[src/hdl/bcdec_pkg.sv]
// Package for the BC1/BC2/BC3 block decoder: format codes, register map,
// reciprocal constants and the per-pixel context passed to the pixel pipeline.
// No dependencies.
package bcdec_pkg;

  // block_format codes; code 3 decodes like DXT1
  localparam logic [1:0] FMT_DXT1 = 2'd0;
  localparam logic [1:0] FMT_DXT3 = 2'd1;
  localparam logic [1:0] FMT_DXT5 = 2'd2;

  // Register map: index is paddr[2]
  localparam logic REG_BLOCK_FORMAT = 1'b0;

  // Color palette index codes
  localparam logic [1:0] CI_END0 = 2'd0;
  localparam logic [1:0] CI_END1 = 2'd1;
  localparam logic [1:0] CI_MIX2 = 2'd2;
  localparam logic [1:0] CI_MIX3 = 2'd3;

  // Alpha palette index codes with special meaning
  localparam logic [2:0] AI_END0 = 3'd0;
  localparam logic [2:0] AI_END1 = 3'd1;
  localparam logic [2:0] AI_ZERO = 3'd6;
  localparam logic [2:0] AI_FULL = 3'd7;

  // Division by reciprocal: x/3 = (x*683)>>11 for x < 2048,
  // x/7 = (x*2341)>>14 for x < 5461, x/5 = (x*3277)>>14 for x < 16384
  localparam logic [9:0]  RECIP3  = 10'd683;
  localparam int          SHIFT3  = 11;
  localparam logic [11:0] RECIP7  = 12'd2341;
  localparam logic [11:0] RECIP5  = 12'd3277;
  localparam int          SHIFT57 = 14;

  // Everything one pixel needs, picked out of the held block
  typedef struct packed {
    logic [2:0][7:0] c0;     // endpoint 0, widened, {b,g,r}
    logic [2:0][7:0] c1;     // endpoint 1, widened
    logic [1:0]      ci;     // color index
    logic            three;  // DXT1 three-colour mode
    logic            dxt3;
    logic            dxt5;
    logic [7:0]      a0;
    logic [7:0]      a1;
    logic [2:0]      aidx;   // DXT5 alpha index
    logic [3:0]      anib;   // DXT3 explicit alpha
    logic [3:0]      k;      // pixel number
  } pix_t;

endpackage

[src/hdl/bcdec_pixel_pipe.sv]
// Four-stage pixel pipeline of the block decoder: numerators, reciprocal
// multiply, palette select and output register.
// Depends on bcdec_pkg.
module bcdec_pixel_pipe import bcdec_pkg::*; (
  input  logic       clk_i,
  input  logic       rst_ni,
  input  logic       pix_valid_i,
  input  pix_t       pix_i,
  output logic       adv_o,
  output logic       out_valid_o,
  input  logic       out_ready_i,
  output logic [7:0] red_o,
  output logic [7:0] green_o,
  output logic [7:0] blue_o,
  output logic [7:0] alpha_o,
  output logic [1:0] pixel_column_o,
  output logic [1:0] pixel_row_o,
  output logic       last_pixel_o
);

  logic adv;
  assign adv   = !out_valid_o || out_ready_i;
  assign adv_o = adv;

  // Stage 1: captured pixel context
  logic s1_v_q;
  pix_t s1_q;

  // Stage 2: numerators
  logic            s2_v_q;
  pix_t            s2_q;
  logic            s2_eight_q;
  logic [2:0][7:0] s2_mean_q;
  logic [2:0][9:0] s2_numc_q;
  logic [10:0]     s2_numa_q;

  // Stage 3: quotients
  logic            s3_v_q;
  pix_t            s3_q;
  logic            s3_eight_q;
  logic [2:0][7:0] s3_mean_q;
  logic [2:0][7:0] s3_qc_q;
  logic [7:0]      s3_qa_q;

  // Stage 2 combinational
  logic            eight_d;
  logic [2:0][7:0] mean_d;
  logic [2:0][9:0] numc_d;
  logic [10:0]     numa_d;
  logic [2:0]      wi;
  logic [2:0]      w0;
  logic [8:0]      sum9;

  always_comb begin
    eight_d = s1_q.a0 > s1_q.a1;
    wi      = s1_q.aidx - 3'd1;
    w0      = eight_d ? (3'd7 - wi) : (3'd5 - wi);
    numa_d  = 11'(w0) * 11'(s1_q.a0) + 11'(wi) * 11'(s1_q.a1);
    for (int ch = 0; ch < 3; ch++) begin
      sum9       = 9'(s1_q.c0[ch]) + 9'(s1_q.c1[ch]);
      mean_d[ch] = sum9[8:1];
      if (s1_q.ci == CI_MIX2) begin
        numc_d[ch] = {1'b0, s1_q.c0[ch], 1'b0} + 10'(s1_q.c1[ch]);
      end else begin
        numc_d[ch] = 10'(s1_q.c0[ch]) + {1'b0, s1_q.c1[ch], 1'b0};
      end
    end
  end

  // Stage 3 combinational: divide by 3, 7 or 5 through reciprocals
  logic [2:0][19:0] prodc;
  logic [22:0]      proda;
  logic [2:0][7:0]  qc_d;

  always_comb begin
    for (int ch = 0; ch < 3; ch++) begin
      prodc[ch] = 20'(s2_numc_q[ch]) * 20'(RECIP3);
      qc_d[ch]  = prodc[ch][SHIFT3 +: 8];
    end
    proda = 23'(s2_numa_q) * 23'(s2_eight_q ? RECIP7 : RECIP5);
  end

  // Stage 4 combinational: palette select
  logic [2:0][7:0] col_d;
  logic [7:0]      alpha_d;

  always_comb begin
    for (int ch = 0; ch < 3; ch++) begin
      case (s3_q.ci)
        CI_END0: col_d[ch] = s3_q.c0[ch];
        CI_END1: col_d[ch] = s3_q.c1[ch];
        CI_MIX2: col_d[ch] = s3_q.three ? s3_mean_q[ch] : s3_qc_q[ch];
        default: col_d[ch] = s3_q.three ? 8'd0 : s3_qc_q[ch];
      endcase
    end
    if (s3_q.dxt3) begin
      alpha_d = {s3_q.anib, s3_q.anib};
    end else if (s3_q.dxt5) begin
      if (s3_q.aidx == AI_END0) begin
        alpha_d = s3_q.a0;
      end else if (s3_q.aidx == AI_END1) begin
        alpha_d = s3_q.a1;
      end else if (!s3_eight_q && s3_q.aidx == AI_ZERO) begin
        alpha_d = 8'd0;
      end else if (!s3_eight_q && s3_q.aidx == AI_FULL) begin
        alpha_d = 8'd255;
      end else begin
        alpha_d = s3_qa_q;
      end
    end else begin
      alpha_d = (s3_q.three && s3_q.ci == CI_MIX3) ? 8'd0 : 8'd255;
    end
  end

  // Valid bits
  always_ff @(posedge clk_i or negedge rst_ni) begin
    if (!rst_ni) begin
      s1_v_q      <= 1'b0;
      s2_v_q      <= 1'b0;
      s3_v_q      <= 1'b0;
      out_valid_o <= 1'b0;
    end else if (adv) begin
      s1_v_q      <= pix_valid_i;
      s2_v_q      <= s1_v_q;
      s3_v_q      <= s2_v_q;
      out_valid_o <= s3_v_q;
    end
  end

  // Payload, held on a stall
  always_ff @(posedge clk_i) begin
    if (adv) begin
      s1_q           <= pix_i;
      s2_q           <= s1_q;
      s2_eight_q     <= eight_d;
      s2_mean_q      <= mean_d;
      s2_numc_q      <= numc_d;
      s2_numa_q      <= numa_d;
      s3_q           <= s2_q;
      s3_eight_q     <= s2_eight_q;
      s3_mean_q      <= s2_mean_q;
      s3_qc_q        <= qc_d;
      s3_qa_q        <= proda[SHIFT57 +: 8];
      red_o          <= col_d[0];
      green_o        <= col_d[1];
      blue_o         <= col_d[2];
      alpha_o        <= alpha_d;
      pixel_column_o <= s3_q.k[1:0];
      pixel_row_o    <= s3_q.k[3:2];
      last_pixel_o   <= &s3_q.k;
    end
  end

endmodule

[src/hdl/bc1_bc2_bc3_block_decoder.sv]
// Top level of the BC1/BC2/BC3 (DXT1/DXT3/DXT5) 4x4 block decoder.
// Depends on bcdec_pkg and bcdec_pixel_pipe.
//
// Each input transaction carries one compressed 16-byte block (colour half
// and alpha half); the block yields sixteen output transactions, one pixel
// each, in row-major order, the last flagged by last_pixel_o. The block is
// held in a block register and a 4-bit pixel counter walks it one pixel per
// cycle, unless the output stalls, into a four-stage pixel pipeline
// (numerators, reciprocal divide, palette select, output register), and
// the next block is accepted in the cycle its sixteenth pixel issues. A
// stall on the output freezes the whole pipeline; nothing is dropped or
// repeated. The block_format register (APB address 0) selects DXT1 (0),
// DXT3 (1) or DXT5 (2); code 3 decodes as DXT1. Write it only while the
// decoder is idle. RGB565 endpoints are widened by plain shifts, and all
// interpolation divides truncate.
module bc1_bc2_bc3_block_decoder import bcdec_pkg::*; (
  input  logic        clk_i,
  input  logic        rst_ni,
  // APB configuration port
  input  logic        psel,
  input  logic        penable,
  input  logic        pwrite,
  input  logic [2:0]  paddr,
  input  logic [31:0] pwdata,
  output logic [31:0] prdata,
  output logic        pready,
  // Block input
  input  logic        in_valid_i,
  output logic        in_ready_o,
  input  logic [63:0] color_word_i,
  input  logic [63:0] alpha_word_i,
  // Pixel output
  output logic        out_valid_o,
  input  logic        out_ready_i,
  output logic [7:0]  red_o,
  output logic [7:0]  green_o,
  output logic [7:0]  blue_o,
  output logic [7:0]  alpha_o,
  output logic [1:0]  pixel_column_o,
  output logic [1:0]  pixel_row_o,
  output logic        last_pixel_o
);

  // Configuration register
  logic [1:0] fmt_q;

  assign pready = 1'b1;
  assign prdata = (paddr[2] == REG_BLOCK_FORMAT) ? {30'd0, fmt_q} : 32'd0;

  always_ff @(posedge clk_i or negedge rst_ni) begin
    if (!rst_ni) begin
      fmt_q <= FMT_DXT1;
    end else if (psel && penable && pwrite && pready && paddr[2] == REG_BLOCK_FORMAT) begin
      fmt_q <= pwdata[1:0];
    end
  end

  // Block register and pixel counter
  logic        blk_valid_q;
  logic [3:0]  cnt_q;
  logic [63:0] color_q;
  logic [63:0] alpha_q;
  logic        adv;
  logic        issue;
  logic        last_issue;
  logic        accept;

  assign issue      = blk_valid_q && adv;
  assign last_issue = issue && (&cnt_q);
  // Take the next block in the cycle the last pixel of this one issues
  assign in_ready_o = !blk_valid_q || last_issue;
  assign accept     = in_valid_i && in_ready_o;

  always_ff @(posedge clk_i or negedge rst_ni) begin
    if (!rst_ni) begin
      blk_valid_q <= 1'b0;
      cnt_q       <= 4'd0;
    end else begin
      if (accept) begin
        blk_valid_q <= 1'b1;
      end else if (last_issue) begin
        blk_valid_q <= 1'b0;
      end
      if (issue) begin
        cnt_q <= cnt_q + 4'd1;
      end
    end
  end

  always_ff @(posedge clk_i) begin
    if (accept) begin
      color_q <= color_word_i;
      alpha_q <= alpha_word_i;
    end
  end

  // Pick out the current pixel's context
  pix_t       pix;
  logic [15:0] e0;
  logic [15:0] e1;
  logic        dxt3;
  logic        dxt5;
  logic [5:0]  aoff;

  always_comb begin
    e0   = color_q[15:0];
    e1   = color_q[31:16];
    dxt3 = fmt_q == FMT_DXT3;
    dxt5 = fmt_q == FMT_DXT5;
    aoff = {1'b0, cnt_q, 1'b0} + {2'b00, cnt_q};
    // Widen RGB565 by shifting only
    pix.c0    = {{e0[4:0], 3'b000}, {e0[10:5], 2'b00}, {e0[15:11], 3'b000}};
    pix.c1    = {{e1[4:0], 3'b000}, {e1[10:5], 2'b00}, {e1[15:11], 3'b000}};
    pix.ci    = color_q[32 + {cnt_q, 1'b0} +: 2];
    pix.three = !dxt3 && !dxt5 && !(e0 > e1);
    pix.dxt3  = dxt3;
    pix.dxt5  = dxt5;
    pix.a0    = alpha_q[7:0];
    pix.a1    = alpha_q[15:8];
    pix.aidx  = alpha_q[16 + aoff +: 3];
    pix.anib  = alpha_q[{cnt_q, 2'b00} +: 4];
    pix.k     = cnt_q;
  end

  bcdec_pixel_pipe u_pipe (
    .clk_i          (clk_i),
    .rst_ni         (rst_ni),
    .pix_valid_i    (issue),
    .pix_i          (pix),
    .adv_o          (adv),
    .out_valid_o    (out_valid_o),
    .out_ready_i    (out_ready_i),
    .red_o          (red_o),
    .green_o        (green_o),
    .blue_o         (blue_o),
    .alpha_o        (alpha_o),
    .pixel_column_o (pixel_column_o),
    .pixel_row_o    (pixel_row_o),
    .last_pixel_o   (last_pixel_o)
  );

endmodule

[config.mk]
export PLATFORM = sky130hd
export DESIGN_NAME = bc1_bc2_bc3_block_decoder
export DESIGN_NICKNAME = d
export VERILOG_FILES = /design/src/hdl/bcdec_pkg.sv /design/src/hdl/bcdec_pixel_pipe.sv /design/src/hdl/bc1_bc2_bc3_block_decoder.sv
export SDC_FILE = /design/constraint.sdc
export NUM_CORES = 1
export LEC_CHECK = 0
export BUFFER_PORTS_ARGS = -buffer_cell sky130_fd_sc_hd__buf_2
export CAP_MARGIN = 10
export CORE_MARGIN = 2
export CORE_UTILIZATION = 60
export CTS_BUF_LIST = sky130_fd_sc_hd__clkbuf_2 sky130_fd_sc_hd__clkbuf_4 sky130_fd_sc_hd__clkbuf_8
export DETAILED_ROUTE_END_ITERATION = 10
export GPL_ROUTABILITY_DRIVEN = 0
export MAX_ROUTING_LAYER = met4
export PLACE_DENSITY = 0.8
export SETUP_SLACK_MARGIN = 0.05
export SKIP_LAST_GASP = 1
export SLEW_MARGIN = 20
export SYNTH_ARGS = -nofsm -noshare
export SYNTH_HDL_FRONTEND = slang
export SYNTH_SLANG_ARGS = --single-unit
[constraint.sdc]
create_clock -name clk_i -period 52.5 [get_ports clk_i]
set_input_delay 10.5 -clock clk_i [delete_from_list [all_inputs] [get_ports clk_i]]
set_output_delay 10.5 -clock clk_i [all_outputs]
set_load 0.02 [all_outputs]
==> results of run 1 <==
-- worst paths after layout --
kind,end,startpoint,slack [ns],cells after the start
worst min-delay path,u_pipe.s3_q[62],u_pipe.s2_q[62],0.40,0
min in group asynchronous,fmt_q[1],rst_ni,9.74,1
max in group asynchronous,cnt_q[0],rst_ni,42.49,1
worst max register to register,u_pipe.s3_qa_q[5],u_pipe.s2_eight_q,46.53,16
worst min register to register,u_pipe.s3_q[62],u_pipe.s2_q[62],0.40,0
worst max-delay path,in_ready_o,out_ready_i,30.26,5
-- registers in the layout, summed over array words and instances (netlist names), 11 cells and up --
signal and flops:
alpha_q 64, color_q 64, u_pipe.s1_q 64, u_pipe.s2_mean_q 19, u_pipe.s2_numa_q 11, u_pipe.s2_numc_q 22, u_pipe.s2_q 64, u_pipe.s3_mean_q 19
u_pipe.s3_q 64, u_pipe.s3_qc_q 24
-- logic make-up after synthesis --
group                    Yosys count  synth area share, %
AO/OA/AOI/OAI                    280                 6.07
XOR/XNOR                          91                 2.90
adder cells (fa/ha/maj)          427                 22.6
buffers and inverters            371                 5.67
flip-flops                       473                 51.1
multiplexers                      92                 6.70
other                              2               0.0271
AND/OR/NAND/NOR                  257                 4.95
-- final cells by class --
cell class,instances,area [um2],share of cell area [%]
multi-input cells,1191,12100,39.7
repair buffers,186,963,3.15
clock inverters,30,196,0.642
inverters,300,1130,3.68
well taps,600,751,2.45
flip-flops and latches,473,14200,46.2
clock buffers,101,1260,4.11
diodes,5,12.5,0.0409
-- per-stage QoR --
step	cell area [um2]	instances	setup slack, ns
after floorplan	27900	2035	21.25
after CTS	30600	2881	30.22
after global routing	30600	2885	30.10
after global placement	29100	2750	30.25
after detailed placement	29100	2750	30.23
final	30600	2886	30.26
-- placed cells by master (no fill, tap or decap), types with 21 or more instances in the layout --
cell type,synthesis,final
conb_1,2,44
nand2_1,51,51
buf_2,3,178
a21o_1,42,42
fa_1,122,122
clkbuf_4,0,21
a21oi_1,118,118
ha_1,305,304
nor2_1,38,38
xnor2_1,61,61
nand2b_1,24,23
clkbuf_8,0,80
inv_1,299,299
nor2b_1,66,66
xor2_1,29,29
and2_1,28,27
o21ai_0,45,45
mux4_2,67,67
edfxtp_1,462,462
-- layer usage --
layer	track usage, %	vias up	part of all wire (%)
met2	36.8	495	49
met3	4.78	122	6.2
met4	9.39	0	3.3
met5	-	-	0
met1	29.3	7801	41
li1	-	7529	-
==> impl_metrics.csv, run 1 <==
group,metric,value,unit
floorplanning,start_util,60.9,%
synth,syn_area_per_cell,13.9,um2
clock_tree,cts_max_level,3,
clock_tree,root_buffer,"clkbuf_8",
critical_path,cpMostUsedCell,"buf_2",
global_routing,grt_max_degree,203,
clock_tree,cts.sinks,473,
synth,ys_types,59,
clock_tree,cts_hold_buffers,0,
finish,nets,2825,
finish,drive_gt1_share,17.1,%
critical_path,max_stage_delay,0.61,ns
route,avgViaCountPerCell,5.53,
critical_path,critPathBufInv,2,
timing,drv_slew,0,
synth,synth_common_cells,"edfxtp_1, ha_1, inv_1",
critical_path,crit_slowest_cell,"nand2b_4",
critical_path,path_delay_family,"simple AND/OR/NAND/NOR gates",
clock_tree,post_cts_buffers,0,
floorplanning,die_h,219,um
placement,dp_hpwl,38700,um
timing,final_hold_viol_count,0,
route,vias,15900,
clock_tree,numCtsBuffers,76,
timing,tightest_slew,1.03,ns
clock_tree,clock_latency,0.65,ns
job,max_cap_violations,0,
critical_path,worst-path-max-fanout,59,
synth,synth.most_common_cell,"edfxtp_1",
critical_path,arrival,11.74,ns
synth,yosys.area.top_type,"edfxtp_1",
floorplanning,pin_count,242,
global_routing,first_global_vias,16600,
floorplanning,fp.dieW,219,um
critical_path,startpoint_type,"input pin",
floorplanning,core_area,0.0455,mm2
timing,fin_skew,0.0324,ns
route,wl_per_cell,17.9,um
synth,synth-seq-cells,473,
clock_tree,cts_tree,"done",
timing,period_minus_slack,22.24,ns
timing,rsz0062_at_grt,"no",
route,firstDrtPassIters,5,
worst_hold_path,hold_path_class,"register to register",
synth,ys.flop_type,"edfxtp_1",
finish,areaGrowthSynthToFinish,10.5,%
floorplanning,num_rows,78,
route,ant_nets,0,
critical_path,required,42.00,ns
synth,synth_area,0.0277,mm2
route,drtIter0Drc,1086,
synth,seq_area_frac_synth,51.1,%
critical_path,path_cells,"buf_2 > nand2b_4 > nand3_1 > nand2_1 > buf_2",
synth,yosysWarnings,0,
clock_tree,clkTransAtPathRegs,0.06,ns
synth,synth_edf_count,462,
global_routing,antenna_found_initial,4,
synth,synthCells,1993,
finish,fin_util,67.3,%
critical_path,cp-end-kind,"output port",
timing,hold-worst-slack,0.400,ns
clock_tree,ctsResizeCount,0,
placement,port_buffers,178,
clock_tree,cts_buffer_depth,3,
route,drt_wl_total,51600,um
route,drc,0,
timing,fmaxAchievable,45.0,MHz
timing,relSlewSlack,31.1,%
global_routing,grt_first_pass_wirelength,83600,um
timing,period_share,42.4,%
global_routing,grtUsageTotal,23.1,%
global_routing,gr-total-overflow,0,
finish,nFillCells,3075,
synth,yosysTopAreaCellShare,50.1,%
synth,synthArstFlopShare,2.33,%
timing,setup_violations,0,
floorplanning,dieArea,0.0479,mm2
timing,tns,0,ns
critical_path,critical_path_class,"input pin to output port",
synth,ys_top_cells_by_area,"edfxtp_1, ha_1, fa_1, mux4_2, inv_1",
run_status,status,"complete, no violations",
Power of run 1 is left out: the tool's default activity adds up to more than one toggle a clock period on the data nets, which glitch-free logic cannot reach.
==> run 2: changes to the inputs <==
Settings changed: ABC_AREA set to 1, CORE_UTILIZATION 60 to 57.
Clock period 52.5 ns to 20.3 ns, I/O delays scaled along.
==> run 2 against run 1 <==
Against the previous run:
- synthesized cell count is 38% higher
- clock skew is 0.00066 ns higher
- setup slack worse by 20 ns
- sequential cell count stayed put
- cell area is 4.0% higher
- wire length is 18% higher
- largest cell class unchanged
- sequential share of layout area is 1.8 points lower
- register-to-register slack worse by 32 ns
- via count is 28% higher
- critical path depth is 3 higher
- critical endpoint unchanged
- hold slack better by 0.010 ns
- clock-buffer cell count is 5 lower
==> impl_metrics.csv, run 2 <==
group,metric,value,unit
run_status,status,"complete, no violations",
job,max_cap_violations,0,
finish,drive_gt1_share,10.6,%
floorplanning,start_util,57.6,%
critical_path,r2r_start,"u_pipe.s2_eight_q",
critical_path,startpoint_type,"input pin",
route,ant_nets,0,
clock_tree,cts_max_level,3,
synth,yosysWarnings,0,
critical_path,path_cells,"buf_2 > nor2_1 > nor2_1 > nand2_1 > inv_1 > a21oi_1 > inv_1 > buf_2",
critical_path,required,16.24,ns
finish,multiInputGateArea,0.0128,mm2
finish,nFillCells,3697,
timing,tns,0,ns
global_routing,antenna_found_initial,0,
synth,ys_types,50,
timing,relSlewSlack,30.0,%
floorplanning,num_rows,82,
critical_path,arrival,5.94,ns
synth,synth_compound_area_share,6.39,%
timing,period_share,49.2,%
global_routing,grtUsageTotal,24.2,%
route,drt_wl_total,61100,um
floorplanning,dieArea,0.0526,mm2
timing,period_minus_slack,10.0,ns
global_routing,gr-total-overflow,0,
route,vias,20400,
critical_path,rrSetupSlack,14.85,ns
global_routing,first_global_vias,20600,
synth,yosys.area.top_type,"edfxtp_1",
worst_hold_path,hold_path_class,"register to register",
synth,ys.flop_type,"edfxtp_1",
clock_tree,ctsResizeCount,0,
timing,fin_skew,0.0331,ns
clock_tree,numCtsBuffers,73,
floorplanning,pin_count,242,
timing,tightest_slew,1.05,ns
route,wl_per_cell,16.5,um
global_routing,grt_max_degree,171,
floorplanning,core_area,0.0502,mm2
timing,setup_violations,0,
clock_tree,cts_hold_buffers,0,
synth,synth.most_common_cell,"nand2_1",
placement,port_buffers,178,
synth,synth_fa_ha_area_share,21.6,%
clock_tree,root_buffer,"clkbuf_8",
synth,ys_top_cells_by_area,"edfxtp_1, ha_1, fa_1, nand2_1, inv_1",
synth,synth_xor_area_share,2.02,%
synth,yosys.area_share.simple,13.4,%
clock_tree,cts_buffer_depth,3,
critical_path,r2r_end,"u_pipe.s3_qa_q[7]",
synth,synthMuxAreaShare,0.104,%
synth,synth_area,0.0289,mm2
clock_tree,post_cts_buffers,0,
critical_path,critical_path_class,"input pin to output port",
synth,synth-seq-cells,473,
clock_tree,clock_latency,0.65,ns
route,avgViaCountPerCell,5.49,
synth,syn_area_per_cell,10.5,um2
critical_path,crit_slowest_cell,"nor2_1",
finish,final_cell_mix,"nand2_1, edfxtp_1, inv_1",
synth,seq_area_frac_synth,48.9,%
synth,synthCells,2760,
finish,antenna_cells,0,
critical_path,max_stage_delay,0.59,ns
synth,yosysTopAreaCellShare,48.0,%
finish,regArea,0.0141,mm2
clock_tree,clkTransAtPathRegs,0.06,ns
worst_hold_path,min_path_cells,0,
worst_hold_path,holdCritStartpoint,"u_pipe.s2_q[27]",
synth,synth_edf_count,462,
route,drtIter0Drc,1666,
critical_path,worst-path-max-fanout,6,
route,firstDrtPassIters,6,
global_routing,grt_first_pass_wirelength,99500,um
floorplanning,fp.dieW,229,um
clock_tree,cts.sinks,473,
timing,rsz0062_at_grt,"no",
timing,fmaxAchievable,100,MHz
placement,dp_hpwl,46100,um
finish,nets,3582,
worst_hold_path,holdPathEnd,"u_pipe.s3_q[27]",
critical_path,cp-end-kind,"output port",
synth,synthArstFlopShare,2.33,%
critical_path,r2r_cells,20,
floorplanning,die_h,229,um
finish,mostFrequentLayoutCell,"nand2_1",
route,drc,0,
clock_tree,cts_tree,"done",
timing,final_hold_viol_count,0,
synth,synth_common_cells,"nand2_1, edfxtp_1, inv_1",
timing,drv_slew,0,
finish,areaGrowthSynthToFinish,10.1,%
synth,synth_top_family_by_area,"adder cells",
## run 2: changes by cell type after synthesis, moves of 56 or more
| cell | delta |
|---|---|
| inv_1 | +148 |
| nor2b_1 | -66 |
| mux4_2 | -67 |
| nand3_1 | +182 |
| nand2_1 | +498 |
| o21ai_0 | +56 |
| nor2_1 | +110 |
## run 2: critical path: cells and delay by family
kind | cells | cell delay (ns)
compound gates | 1 | 0.39
buf+inv | 4 | 0.44
simple gates | 3 | 1.03
## run 2: worst max-delay path by stage
stage / startpoint / to / cells after the start
after floorplan: out_ready_i / u_pipe.alpha_o[0] / 2
after global placement: out_ready_i / in_ready_o / 8
after detailed placement: out_ready_i / in_ready_o / 8
after CTS: out_ready_i / in_ready_o / 8
after global routing: out_ready_i / in_ready_o / 8
final: out_ready_i / in_ready_o / 8
## run 2: logic make-up after synthesis
group	after synthesis
simple gates	938
other cells	2
mux	3
buf+inv	531
xor+xnor	65
flops	473
compound gates	321
fa+ha+maj	427
## run 2: layout make-up
class,instances,share of cell area [%]
Sequential cell,473,44.5
Multi-Input combinational cell,1798,40.1
Inverter,452,5.37
Clock buffer,96,3.74
Timing Repair Buffer,187,3.05
Tap cell,672,2.64
Clock inverter,32,0.625
## run 2: metal layers
metal	up-vias	global-route usage (%)	part of all wire, %
li1	9670	-	-
met1	9555	30.5	41
met2	922	39.1	48
met3	223	3.46	6.9
met4	0	11.3	3.7
met5	-	-	0
## run 2: per-stage QoR
step | util (%) | hold WS (ns) | cell area, um2 | setup WS [ns] | std cells
3_3_place_gp | 60.7 | 0.401 | 30400 | 10.47 | 3582
2_1_floorplan | - | 0.400 | 29100 | 8.99 | 2802
4_1_cts | 63.4 | 0.418 | 31800 | 10.46 | 3710
5_1_grt | 63.4 | 0.421 | 31800 | 10.24 | 3710
6_report | 63.4 | 0.411 | 31800 | 10.30 | 3710
3_5_place_dp | 60.7 | 0.405 | 30400 | 10.47 | 3582
Power of run 2 is left out for the same reason.
==> run 3: changes to the inputs <==
Settings changed: ABC_AREA 1 to 0, CORE_UTILIZATION 57 to 60.
Clock period 20.3 ns to 9.3 ns, I/O delays scaled along.
==> run 3 against run 2 <==
Against the previous run:
- global-route usage is 0.92 points lower
- non-clock buffer count unchanged
- largest cell class unchanged
- sequential cell count is the same
- clock-buffer cell count increased by 1
- cell area fell by 3.5%
- clock skew down 0.0032 ns
- final cell count fell by 22%
- hold slack got worse by 0.0035 ns
- via count is 22% lower
- die area decreased by 8.9%
==> impl_metrics.csv, run 3 (synthesis results as in run 1) <==
group,metric,value,unit
timing,rsz0062_at_grt,"no",
placement,dp_hpwl,38500,um
worst_hold_path,hold_path_class,"register to register",
timing,tns,0,ns
clock_tree,cts_tree,"done",
finish,areaGrowthSynthToFinish,10.9,%
clock_tree,clkTransAtPathRegs,0.06,ns
clock_tree,ctsResizeCount,0,
clock_tree,cts_buffer_depth,3,
critical_path,arrival,6.26,ns
floorplanning,core_area,0.0455,mm2
global_routing,antenna_found_initial,4,
route,drtIter0Drc,961,
placement,port_buffers,178,
clock_tree,post_cts_buffers,0,
floorplanning,fp.dieW,219,um
route,avgViaCountPerCell,5.50,
global_routing,grt_max_degree,188,
clock_tree,cts_hold_buffers,0,
critical_path,critical_path_class,"register to register",
timing,fin_skew,0.0298,ns
timing,tightest_slew,1.02,ns
clock_tree,numCtsBuffers,75,
timing,setup_violations,0,
finish,mostFrequentLayoutCell,"edfxtp_1",
critical_path,required,9.69,ns
finish,nets,2825,
clock_tree,root_buffer,"clkbuf_8",
floorplanning,start_util,60.9,%
route,wl_per_cell,17.9,um
route,drc,0,
route,drt_wl_total,51600,um
timing,period_minus_slack,5.87,ns
route,firstDrtPassIters,5,
critical_path,startpoint_type,"register",
critical_path,r2r_cells,16,
global_routing,grt_first_pass_wirelength,84000,um
floorplanning,pin_count,242,
floorplanning,dieArea,0.0479,mm2
job,max_cap_violations,0,
critical_path,cp-end-kind,"register",
finish,final_cell_mix,"edfxtp_1, ha_1, inv_1",
finish,drive_gt1_share,17.2,%
critical_path,rrSetupSlack,3.43,ns
clock_tree,cts_max_level,3,
route,vias,15900,
global_routing,first_global_vias,16500,
clock_tree,cts.sinks,473,
floorplanning,num_rows,78,
global_routing,grtUsageTotal,23.3,%
run_status,status,"complete, no violations",
timing,final_hold_viol_count,0,
worst_hold_path,min_path_cells,0,
global_routing,gr-total-overflow,0,
timing,relSlewSlack,32.2,%
floorplanning,die_h,219,um
clock_tree,clock_latency,0.65,ns
route,ant_nets,0,
finish,nFillCells,3134,
critical_path,worst-path-max-fanout,28,
timing,fmaxAchievable,170,MHz
timing,drv_slew,0,
timing,period_share,63.1,%
run 3: cell count changes in the layout (fill, tap and decap cells not counted), moves of 36 or more:
cell and change:
mux4_2 +67, inv_1 -147, nor2_1 -109, nand3_1 -182, nor2b_1 +66, o21ai_0 -56
nand2_1 -498, xnor2_1 +36
run 3: path summary, 6_finish.rpt:
check	startpoint	end
min in group asynchronous	rst_ni	fmt_q[0]
max in group asynchronous	rst_ni	cnt_q[0]
min	u_pipe.s2_q[77]	u_pipe.s3_q[77]
max	u_pipe.s2_eight_q	u_pipe.s3_qa_q[4]
max reg2reg	u_pipe.s2_eight_q	u_pipe.s3_qa_q[4]
min reg2reg	u_pipe.s2_q[77]	u_pipe.s3_q[77]
run 3: critical path, stage by stage (launching register included):
cell and delay, ns:
edfxtp_1 0.97, nor2b_1 0.26, a21o_1 0.23, ha_1 0.29
fa_1 0.50, fa_1 0.54, fa_1 0.55, inv_1 0.05
fa_1 0.53, inv_1 0.04, ha_1 0.31, o21ai_0 0.09
o21ai_0 0.20, a21oi_1 0.14, a31oi_1 0.55, a21oi_1 0.20
xnor2_1 0.17
run 3: final cells by class:
cell class / count / area [um2] / share of cell area, %
sequential: 473 / 14200 / 46.1
clock buffer: 97 / 1220 / 3.96
tap: 600 / 751 / 2.44
timing repair buffer: 187 / 971 / 3.16
antenna: 4 / 10.0 / 0.0326
multi-input combinational: 1191 / 12100 / 39.6
inverter: 300 / 1130 / 3.67
clock inverter: 36 / 330 / 1.08
run 3: metrics by stage:
| step | setup slack (ns) | hold slack, ns | util [%] | area, um2 | instances |
|---|---|---|---|---|---|
| floorplan | 0.902 | 0.400 | - | 27900 | 2035 |
| global placement | 3.63 | 0.401 | 64.1 | 29100 | 2751 |
| detailed placement | 3.51 | 0.405 | 64.1 | 29100 | 2751 |
| CTS | 3.49 | 0.411 | 67.5 | 30700 | 2884 |
| global route | 3.17 | 0.419 | 67.5 | 30700 | 2888 |
| finish | 3.43 | 0.407 | 67.5 | 30700 | 2888 |
run 3: routing by layer:
metal  track usage (%)  up-vias  wire length [um]
met3              4.38      104              2940
met4              8.20        0              1460
met5                 -        -                 0
li1                  -     7546                 -
met2              37.7      470             25700
met1              29.8     7761             21500
Power of run 3 is left out for the same reason.
